**src/hdl/ppmfd_pkg.sv**
```systemverilog
// Types and constants shared by the PPM frame decoder files.
package ppmfd_pkg;

    localparam int CFG_INDEX_W = 3;
    localparam int CFG_DATA_W  = 16;

    // Configuration register indexes
    localparam logic [CFG_INDEX_W-1:0] CFG_SYNC_MIN         = 3'd0;
    localparam logic [CFG_INDEX_W-1:0] CFG_SYNC_MAX         = 3'd1;
    localparam logic [CFG_INDEX_W-1:0] CFG_PULSE_MIN        = 3'd2;
    localparam logic [CFG_INDEX_W-1:0] CFG_PULSE_MAX        = 3'd3;
    localparam logic [CFG_INDEX_W-1:0] CFG_STRENGTH_CEILING = 3'd4;
    localparam logic [CFG_INDEX_W-1:0] CFG_STRENGTH_LOW     = 3'd5;
    localparam logic [CFG_INDEX_W-1:0] CFG_STRENGTH_HIGH    = 3'd6;

    // Configuration reset values
    localparam logic [15:0] RST_SYNC_MIN         = 16'd5000;
    localparam logic [15:0] RST_SYNC_MAX         = 16'd20000;
    localparam logic [15:0] RST_PULSE_MIN        = 16'd900;
    localparam logic [15:0] RST_PULSE_MAX        = 16'd2100;
    localparam logic [5:0]  RST_STRENGTH_CEILING = 6'd20;
    localparam logic [5:0]  RST_STRENGTH_LOW     = 6'd5;
    localparam logic [5:0]  RST_STRENGTH_HIGH    = 6'd15;

    // Request mode bits
    localparam int MODE_BIT_TICK    = 0;
    localparam int MODE_BIT_CAPTURE = 1;

    localparam logic signed [2:0] OVERFLOW_LIMIT = 3'sd3;
    localparam logic signed [2:0] OVERFLOW_OK    = 3'sd1;
    localparam logic signed [2:0] OVERFLOW_RESET = -3'sd1;

    localparam logic [15:0] NEUTRAL_WIDTH    = 16'd1500;
    localparam logic [15:0] STABILIZE_BELOW  = 16'd1100;
    localparam logic [15:0] AUTO_ABOVE       = 16'd1400;
    localparam logic [15:0] AUTO_BELOW       = 16'd1600;
    localparam logic [15:0] MANUAL_ABOVE     = 16'd1900;

    localparam logic [1:0] FLIGHT_STABILIZE = 2'd0;
    localparam logic [1:0] FLIGHT_AUTO      = 2'd1;
    localparam logic [1:0] FLIGHT_MANUAL    = 2'd2;
    localparam logic [1:0] FLIGHT_UNDEFINED = 2'd3;

    localparam logic [1:0] STATUS_OK        = 2'd0;
    localparam logic [1:0] STATUS_BAD       = 2'd1;
    localparam logic [1:0] STATUS_NO_SIGNAL = 2'd2;

    typedef struct packed {
        logic [1:0]  mode;
        logic [15:0] capture_time;
        logic [3:0]  read_channel;
    } ppmfd_in_t;

    typedef struct packed {
        logic [15:0] pulse_length;
        logic        stored_valid;
        logic [3:0]  stored_channel;
        logic        sync_found;
        logic [15:0] read_value;
        logic [1:0]  flight_mode;
        logic [1:0]  signal_status;
        logic [5:0]  strength;
    } ppmfd_out_t;

    function automatic logic [1:0] decode_flight_mode(input logic [15:0] width);
        logic [1:0] code;
        if (width < STABILIZE_BELOW)
            code = FLIGHT_STABILIZE;
        else if (width > AUTO_ABOVE && width < AUTO_BELOW)
            code = FLIGHT_AUTO;
        else if (width > MANUAL_ABOVE)
            code = FLIGHT_MANUAL;
        else
            code = FLIGHT_UNDEFINED;
        return code;
    endfunction

endpackage

```
**src/hdl/ppm_frame_decoder_top.sv**
```systemverilog
// PPM pulse train decoder: capture timing, frame tracking, channel store and status.
// One request is taken every clock cycle while in_ready is high; its result appears in the
// output register on the cycle after acceptance, so throughput is one item per cycle,
// limited only by the single result register, which accepts a new request whenever it is
// empty or its current result is being taken. All state (last capture, overflow count,
// frame position, strength score, the CHANNELS channel widths) sits in flip-flops and is
// updated in the same cycle the request is accepted, so requests follow back to back.
// Reset clears the channel store at once; no clearing pass is needed.
module ppm_frame_decoder_top
    import ppmfd_pkg::*;
#(
    parameter int CHANNELS   = 7,
    parameter int MODE_INDEX = 4
)(
    input  logic                   clk,
    input  logic                   rst_n,
    input  logic                   in_valid,
    output logic                   in_ready,
    input  ppmfd_in_t              in_data,
    output logic                   out_valid,
    input  logic                   out_ready,
    output ppmfd_out_t             out_data,
    input  logic                   cfg_we,
    input  logic [CFG_INDEX_W-1:0] cfg_index,
    input  logic [CFG_DATA_W-1:0]  cfg_data
);

    localparam int POS_W = $clog2(CHANNELS + 1);
    localparam int IDX_W = $clog2(CHANNELS);
    localparam logic [POS_W-1:0] POS_IDLE      = POS_W'(CHANNELS);
    localparam bit               MODE_IN_RANGE = MODE_INDEX < CHANNELS;
    localparam logic [IDX_W-1:0] MODE_SLOT     = IDX_W'(MODE_INDEX % CHANNELS);

    logic [15:0] sync_min_reg, sync_max_reg, pulse_min_reg, pulse_max_reg;
    logic [5:0]  ceiling_reg, strength_low_reg, strength_high_reg;

    logic [15:0]       last_capture_reg, last_capture_next;
    logic signed [2:0] ovf_count_reg, ovf_count_next;
    logic [POS_W-1:0]  pos_reg, pos_next;
    logic [5:0]        score_reg, score_next;
    logic [15:0]       width_reg  [CHANNELS];
    logic [15:0]       width_next [CHANNELS];

    logic       out_valid_reg;
    ppmfd_out_t out_data_reg, out_data_next;

    logic             accept;
    logic             capture;
    logic [15:0]      length;
    logic             st_valid;
    logic [POS_W-1:0] st_chan;
    logic             sync;
    logic             score_up, score_down;
    logic [5:0]       score_top;
    logic [6:0]       score_inc;
    logic [5:0]       score_mid;
    logic [15:0]      read_width;
    logic [15:0]      mode_width;

    assign in_ready  = !out_valid_reg || out_ready;
    assign accept    = in_valid && in_ready;
    assign capture   = in_data.mode[MODE_BIT_CAPTURE];
    assign out_valid = out_valid_reg;
    assign out_data  = out_data_reg;

    // Timing, frame position and strength
    always_comb
    begin
        ovf_count_next    = ovf_count_reg;
        last_capture_next = last_capture_reg;
        pos_next          = pos_reg;
        score_mid         = score_reg;
        length            = '0;
        st_valid          = 1'b0;
        st_chan           = '0;
        sync              = 1'b0;
        score_up          = 1'b0;
        score_down        = 1'b0;

        if (in_data.mode[MODE_BIT_TICK] && ovf_count_reg < OVERFLOW_LIMIT)
            ovf_count_next = ovf_count_reg + 3'sd1;

        if (capture)
        begin
            if (ovf_count_next <= OVERFLOW_OK)
                length = in_data.capture_time - last_capture_reg;
            else
                score_mid = '0;
            last_capture_next = in_data.capture_time;
            ovf_count_next    = '0;

            if (pos_reg >= POS_IDLE)
            begin
                if (length >= sync_min_reg && length <= sync_max_reg)
                begin
                    pos_next = '0;
                    sync     = 1'b1;
                    score_up = 1'b1;
                end
                else
                    score_down = 1'b1;
            end
            else
            begin
                if (length >= pulse_min_reg && length <= pulse_max_reg)
                begin
                    st_valid = 1'b1;
                    st_chan  = pos_reg;
                    score_up = 1'b1;
                end
                else
                    score_down = 1'b1;
                pos_next = pos_reg + 1'b1;
            end
        end

        // Saturate one below the ceiling; a zero ceiling behaves as one
        score_top  = (ceiling_reg == '0) ? '0 : ceiling_reg - 6'd1;
        score_inc  = {1'b0, score_mid} + 7'd1;
        score_next = score_mid;
        if (score_up)
            score_next = (score_inc > {1'b0, score_top}) ? score_top : score_inc[5:0];
        else if (score_down && score_mid != '0)
            score_next = score_mid - 6'd1;
    end

    // Channel store and read-back of the updated store
    always_comb
    begin
        for (int i = 0; i < CHANNELS; i++)
            width_next[i] = width_reg[i];
        if (st_valid)
            width_next[st_chan[IDX_W-1:0]] = length;

        if (in_data.read_channel < 4'(CHANNELS))
            read_width = width_next[in_data.read_channel[IDX_W-1:0]];
        else
            read_width = NEUTRAL_WIDTH;

        mode_width = MODE_IN_RANGE ? width_next[MODE_SLOT] : NEUTRAL_WIDTH;
    end

    always_comb
    begin
        out_data_next.pulse_length   = length;
        out_data_next.stored_valid   = st_valid;
        out_data_next.stored_channel = 4'(st_chan);
        out_data_next.sync_found     = sync;
        out_data_next.read_value     = read_width;
        out_data_next.flight_mode    = decode_flight_mode(mode_width);
        if (score_next > strength_high_reg)
            out_data_next.signal_status = STATUS_OK;
        else if (score_next > strength_low_reg)
            out_data_next.signal_status = STATUS_BAD;
        else
            out_data_next.signal_status = STATUS_NO_SIGNAL;
        out_data_next.strength       = score_next;
    end

    always_ff @(posedge clk or negedge rst_n)
    begin
        if (!rst_n)
        begin
            sync_min_reg      <= RST_SYNC_MIN;
            sync_max_reg      <= RST_SYNC_MAX;
            pulse_min_reg     <= RST_PULSE_MIN;
            pulse_max_reg     <= RST_PULSE_MAX;
            ceiling_reg       <= RST_STRENGTH_CEILING;
            strength_low_reg  <= RST_STRENGTH_LOW;
            strength_high_reg <= RST_STRENGTH_HIGH;
        end
        else if (cfg_we)
        begin
            case (cfg_index)
                CFG_SYNC_MIN:         sync_min_reg      <= cfg_data;
                CFG_SYNC_MAX:         sync_max_reg      <= cfg_data;
                CFG_PULSE_MIN:        pulse_min_reg     <= cfg_data;
                CFG_PULSE_MAX:        pulse_max_reg     <= cfg_data;
                CFG_STRENGTH_CEILING: ceiling_reg       <= cfg_data[5:0];
                CFG_STRENGTH_LOW:     strength_low_reg  <= cfg_data[5:0];
                CFG_STRENGTH_HIGH:    strength_high_reg <= cfg_data[5:0];
                default:              ;
            endcase
        end
    end

    always_ff @(posedge clk or negedge rst_n)
    begin
        if (!rst_n)
        begin
            last_capture_reg <= '0;
            ovf_count_reg    <= OVERFLOW_RESET;
            pos_reg          <= POS_IDLE;
            score_reg        <= '0;
            for (int i = 0; i < CHANNELS; i++)
                width_reg[i] <= '0;
        end
        else if (accept)
        begin
            last_capture_reg <= last_capture_next;
            ovf_count_reg    <= ovf_count_next;
            pos_reg          <= pos_next;
            score_reg        <= score_next;
            for (int i = 0; i < CHANNELS; i++)
                width_reg[i] <= width_next[i];
        end
    end

    // Hold the result until taken; load a new one on every accepted request
    always_ff @(posedge clk or negedge rst_n)
    begin
        if (!rst_n)
            out_valid_reg <= 1'b0;
        else if (accept)
            out_valid_reg <= 1'b1;
        else if (out_ready)
            out_valid_reg <= 1'b0;
    end

    always_ff @(posedge clk)
    begin
        if (accept)
            out_data_reg <= out_data_next;
    end

endmodule

```
**config.mk**
```make
export PLATFORM = sky130hd
export DESIGN_NAME = ppm_frame_decoder_top
export DESIGN_NICKNAME = d
export VERILOG_FILES = /design/src/hdl/ppmfd_pkg.sv /design/src/hdl/ppm_frame_decoder_top.sv
export SDC_FILE = /design/constraint.sdc
export NUM_CORES = 1
export LEC_CHECK = 0
export BUFFER_PORTS_ARGS = -buffer_cell sky130_fd_sc_hd__clkbuf_2
export CORE_MARGIN = 1
export CORE_UTILIZATION = 56
export DETAILED_ROUTE_END_ITERATION = 16
export GPL_ROUTABILITY_DRIVEN = 0
export MAX_ROUTING_LAYER = met4
export PLACE_DENSITY = 0.84
export SLEW_MARGIN = 0
export SYNTH_ARGS = -nofsm -noshare
export SYNTH_HDL_FRONTEND = slang
export SYNTH_SLANG_ARGS = --single-unit
```
**constraint.sdc**
```tcl
create_clock -name clk -period 5.65 [get_ports clk]
set_input_delay 0.8475 -clock clk [delete_from_list [all_inputs] [get_ports clk]]
set_output_delay 0.8475 -clock clk [all_outputs]
set_load 0.02 [all_outputs]
```
# Yosys cells after proc, flatten, opt, wreduce, memory -nomap -nowiden
# Index checks and enable logic that the tools add are counted.
# totals
elab_cells	123
output_inout_bits	50
in_bits	46
ff_bits	270
# op_classes
n_addsub	6
bitwise	2
n_eq_ne	7
reduce_logical	24
n_mux	38
magnitude_cmp	18
# op_table
cell	n
$bwmux 112	1
$mux 112	1
$mux 16	6
$bmux 16 s3	1
$demux 16 s3	1
$mux 6	6
$ge 16x16->1	2
$gt 16x11->1 const B	2
$le 16x16->1	2
$lt 16x11->1 const B	2
$mux 3	7
$reduce_and 2->1	9
$sub 16x16->16	1
$mux 1	14
$gt 6x6->1	2
$sub 6x1->6 const B	2
$eq 3x3->1 const B	3
$ge 4x4->1 const B	2
$not 3->4	2
$add 6x1->7 const B	1
$gt 7x6->1	1
$logic_and 1x1->1	7
$eq 3x2->1 const B	2
$logic_not 6->1	1
other kinds (17)	17

# Depth between registers and ports, before layout
# depth
depth_word	21
ltp_mapped	31
depth_no_buf	30

# Least setup slack after synthesis
# No wires, ideal clock.
# synth_timing
path_kind	input to register
start	input port in_data[4] (netlist bit)
end	register out_data_reg (netlist bit out_data[6]) (data pin)
path_stages	29
setup_ns	0.259
path_slack_ns	-0.545
n_path_buf	1
t_arrival_ns	5.936
path_cell_list	inv_1 > ha_1 > inv_1 > fa_1 > a211oi_1 > o21ai_1 > a21boi_1 > o21ai_1 > xnor2_1 > nor2_1 > ha_1 > nand4_1 > nor4_1 > nor3_1 > o31ai_1 > and4_4 > a2bb2oi_1 > clkbuf_1 > o2bb2ai_1 > nand2_1 > a211o_1 > ha_1 > o21a_1 > o21ai_0 > nand2b_1 > a21oi_1 > nor2b_1 > o22a_1 > nor2b_1
# synth_rtl
element	line	text
start: declaration	ppm_frame_decoder_top.sv:19	input ppmfd_in_t in_data,
end signal: assignment	ppm_frame_decoder_top.sv:223	out_data_reg <= out_data_next;
end: declaration	ppm_frame_decoder_top.sv:45	ppmfd_out_t out_data_reg, out_data_next;

==> flow_summary.toml <==
[cells_and_area]
nFillCells = 1937
drive_gt1_share_pct = 26.5
diodes = 0
nets = 1945
largest_reg_flops = 112
syn_to_final_growth_pct = 18.6

[yosys]
synth-main-ff-cell = "dfrtp_1"
async_flop_share_pct = 82.6
synth_edf_count = 47
seq_area_frac_synth_pct = 44.3
syn_area_per_cell_um2 = 9.82
ys_warn_count = 0
synthesis.area_um2 = 15900
syn_inst = 1616
syn-num-nets = 1768
synth_seq_cells = 270
yosysUniqueCellTypes = 83

[critical_path]
startpoint_type = "primary input"
cp_top_family = "compound AO/OA/AOI/OAI gates"
path_buf_inv = 3
r2r-end = "out_data[6]"
r2r_start = "last_capture_reg[4]"
crit_slowest_cell = "ha_2"
arrival_ns = 6.12
r2r_setup_slack_ns = -0.15
cp-end-kind = "register"
worst-path-max-fanout = 7
cpPeakStageDelay_ns = 0.43
crit_required_ns = 5.95
worstRegToRegCells = 28
worstSetupPathType = "in2reg"

[clock_tree]
cts_buffers = 29
cts_root_buffer = "clkbuf_16"
cts.sinks = 270
clkTransAtPathRegs_ns = 0.06
clk_path_buf_depth = 3
clk_latency_ns = 0.56
holdBufCountCts = 0
htree_levels = 1
cts_tree = "built"

[run]
max_cap_violations = 0

[global_routing]
grt_overflow = 0
grt_pass1_wl_um = 68300
antenna_found_initial = 0
grt_pass1_vias = 13400
grtUsageTotal_pct = 30.7
grt_max_degree = 133

[place]
port_buffers = 94
dp_hpwl_um = 29800

[power]
p_sw_w = 0.00317
total_power_w = 0.00853
clock_power_share_pct = 22.7
p_per_area_nw_per_um2 = 453
peakVddDrop_uv = 285
p_int_w = 0.00536
sw_frac_of_total_pct = 37.2
power_leakage_nw = 8.69
pwr-share-seq_pct = 32.0
pwr-share-comb_pct = 45.3

[floorplanning]
start_util_pct = 56.9
die_height_um = 170
core_area_um2 = 27900
ios = 96
fp.dieW_um = 170
fp-row-count = 61
die-area_um2 = 29000

[min_path]
hold_path_class = "in2async"

[routing]
vias_per_cell = 6.20
wl_um = 43300
dr_total_vias = 13600
ant_nets = 0
wl_per_cell_um = 19.7
first_iter_violations = 1581
drc = 0
firstDrtPassIters = 5

[sta]
holdWs_ns = 0.364
max_slew_margin_pct = 26.0
max_freq_mhz = 172
slew_violations = 0
hold_viol = 0
worst_pin_slew_ns = 1.10
rsz0062_at_grt = "yes"
setup_viol = 2
clock_skew_ns = 0.0135
setup_ws_ns = -0.171
fin_crit_sh_pct = 103
timing.final.crit_period_ns = 5.82

[status]
violations = "negative setup slack"
status = "finished, violations left"
-- worst register-to-register path, delay by kind of cell (launching register included) --
family / cells / cell delay (ns)
AOI/OAI and AO/OA: 9 / 2.01
DFF: 1 / 0.32
muxes: 1 / 0.26
buffers and inverters: 3 / 0.33
and+or+nand+nor: 11 / 1.57
xor gates and xnor gates: 1 / 0.18
adders and majority gates: 3 / 0.88
-- metrics by stage --
step | setup TNS (ns) | util [%] | setup slack [ns] | instances | cell area [µm²]
2_1_floorplan | -0.169 | - | -0.169 | 1616 | 16000
3_3_place_gp | -0.689 | 62.9 | -0.358 | 2127 | 17500
3_5_place_dp | -2.78 | 62.9 | -0.558 | 2127 | 17500
4_1_cts | 0 | 66.5 | 0.0107 | 2181 | 18500
5_1_grt | -0.568 | 67.5 | -0.313 | 2194 | 18800
6_report | -0.227 | 67.5 | -0.171 | 2194 | 18800
-- what timing repair did --
item / 4_1_cts / 5_1_grt
gates resized for setup: 2 / 43
setup buffers: 0 / 13
endpoints found under the setup margin: 2 / 3
pin swaps: 1 / 43
-- layer usage --
metal / wire length [µm] / global-route usage (%) / vias to the layer above
met5: 0 / - / -
met1: 17400 / 39.2 / 6531
met2: 20100 / 48.3 / 779
li1: - / - / 6116
met4: 1980 / 14.1 / 0
met3: 3850 / 4.95 / 174
-- logic make-up after synthesis --
| logic type | share of synthesized area [%] |
|---|---|
| compound gates | 15.4 |
| xor+xnor | 1.33 |
| fa+ha+maj | 8.41 |
| buf+inv | 5.22 |
| flops | 44.3 |
| mux | 12.6 |
| other cells | 0.0236 |
| simple gates | 12.8 |
-- power by group through the flow --
| stage | Clock (W) | Combinational, W | Sequential, W |
|---|---|---|---|
| floorplan | 0 | 0.00221 | 0.00272 |
| global placement | 0 | 0.00329 | 0.00272 |
| detailed placement | 0 | 0.00345 | 0.00275 |
| CTS | 0.00195 | 0.00352 | 0.00272 |
| global route | 0.00203 | 0.00420 | 0.00278 |
| finish | 0.00194 | 0.00387 | 0.00273 |
-- cells in the mapped netlist, types with 26 or more instances --
master / count / area share (%)
nor2_1: 70 / 1.7
nand2_1: 200 / 4.7
dfstp_2: 32 / 5.3
ha_1: 105 / 8.3
dfrtp_1: 191 / 30
a21oi_1: 71 / 2.2
clkbuf_1: 66 / 1.6
o21ai_0: 182 / 5.7
mux2_2: 92 / 6.5
edfxtp_1: 47 / 8.9
nor3_1: 30 / 0.95
mux2i_1: 79 / 5.0
inv_1: 109 / 2.6
o211ai_1: 26 / 1.2
-- how the worst max path moves through the flow --
stage / from / end / slack, ns / depth (start not counted)
3_3_place_gp: in_data[7] / out_data[6] / -0.36 / 28
3_5_place_dp: in_data[4] / out_data[7] / -0.56 / 33
6_report: in_data[8] / out_data[6] / -0.17 / 28
2_1_floorplan: in_data[4] / out_data[6] / -0.17 / 30
5_1_grt: last_capture_reg[4] / out_data[6] / -0.31 / 28
4_1_cts: in_data[4] / out_data[7] / 0.01 / 33
-- final cells by class --
type                    instances  area (µm²)  share of cell area, %
clock inverters                 7        67.6                  0.359
inverters                     113         432                   2.29
clock buffers                  47         916                   4.87
repair buffers                237        1610                   8.53
flip-flops and latches        270        7030                   37.4
well taps                     378         473                   2.51
multi-input cells            1142        8290                   44.1
-- cells in the final DEF (no fill, tap or decap), types with 5 or more instances in the layout --
| master | instances |
|---|---|
| a211oi_1 | 8 |
| clkbuf_16 | 31 |
| buf_4 | 139 |
| ha_1 | 99 |
| or2_2 | 5 |
| dfstp_2 | 32 |
| dfrtp_1 | 191 |
| nor2_2 | 9 |
| mux2i_1 | 79 |
| nor2b_1 | 12 |
| a31oi_1 | 15 |
| nor2_1 | 62 |
| nand3_1 | 16 |
| xnor2_1 | 12 |
| clkbuf_2 | 92 |
| clkbuf_1 | 8 |
| edfxtp_1 | 47 |
| xor2_1 | 10 |
| mux4_2 | 6 |
| nor4_1 | 5 |
| nand2b_1 | 19 |
| o21ai_1 | 7 |
| o22ai_1 | 13 |
| and2_1 | 5 |
| a211o_1 | 9 |
| nor3_1 | 28 |
| o21a_1 | 11 |
| nand2_1 | 200 |
| a21o_1 | 12 |
| nand4_1 | 22 |
| and3_1 | 8 |
| a21oi_1 | 67 |
| o211ai_1 | 26 |
| o21ai_0 | 177 |
| mux2_2 | 92 |
| ha_4 | 5 |
| clkbuf_8 | 8 |
| inv_1 | 106 |
No activity file was read; power rests on OpenSTA's default activity.
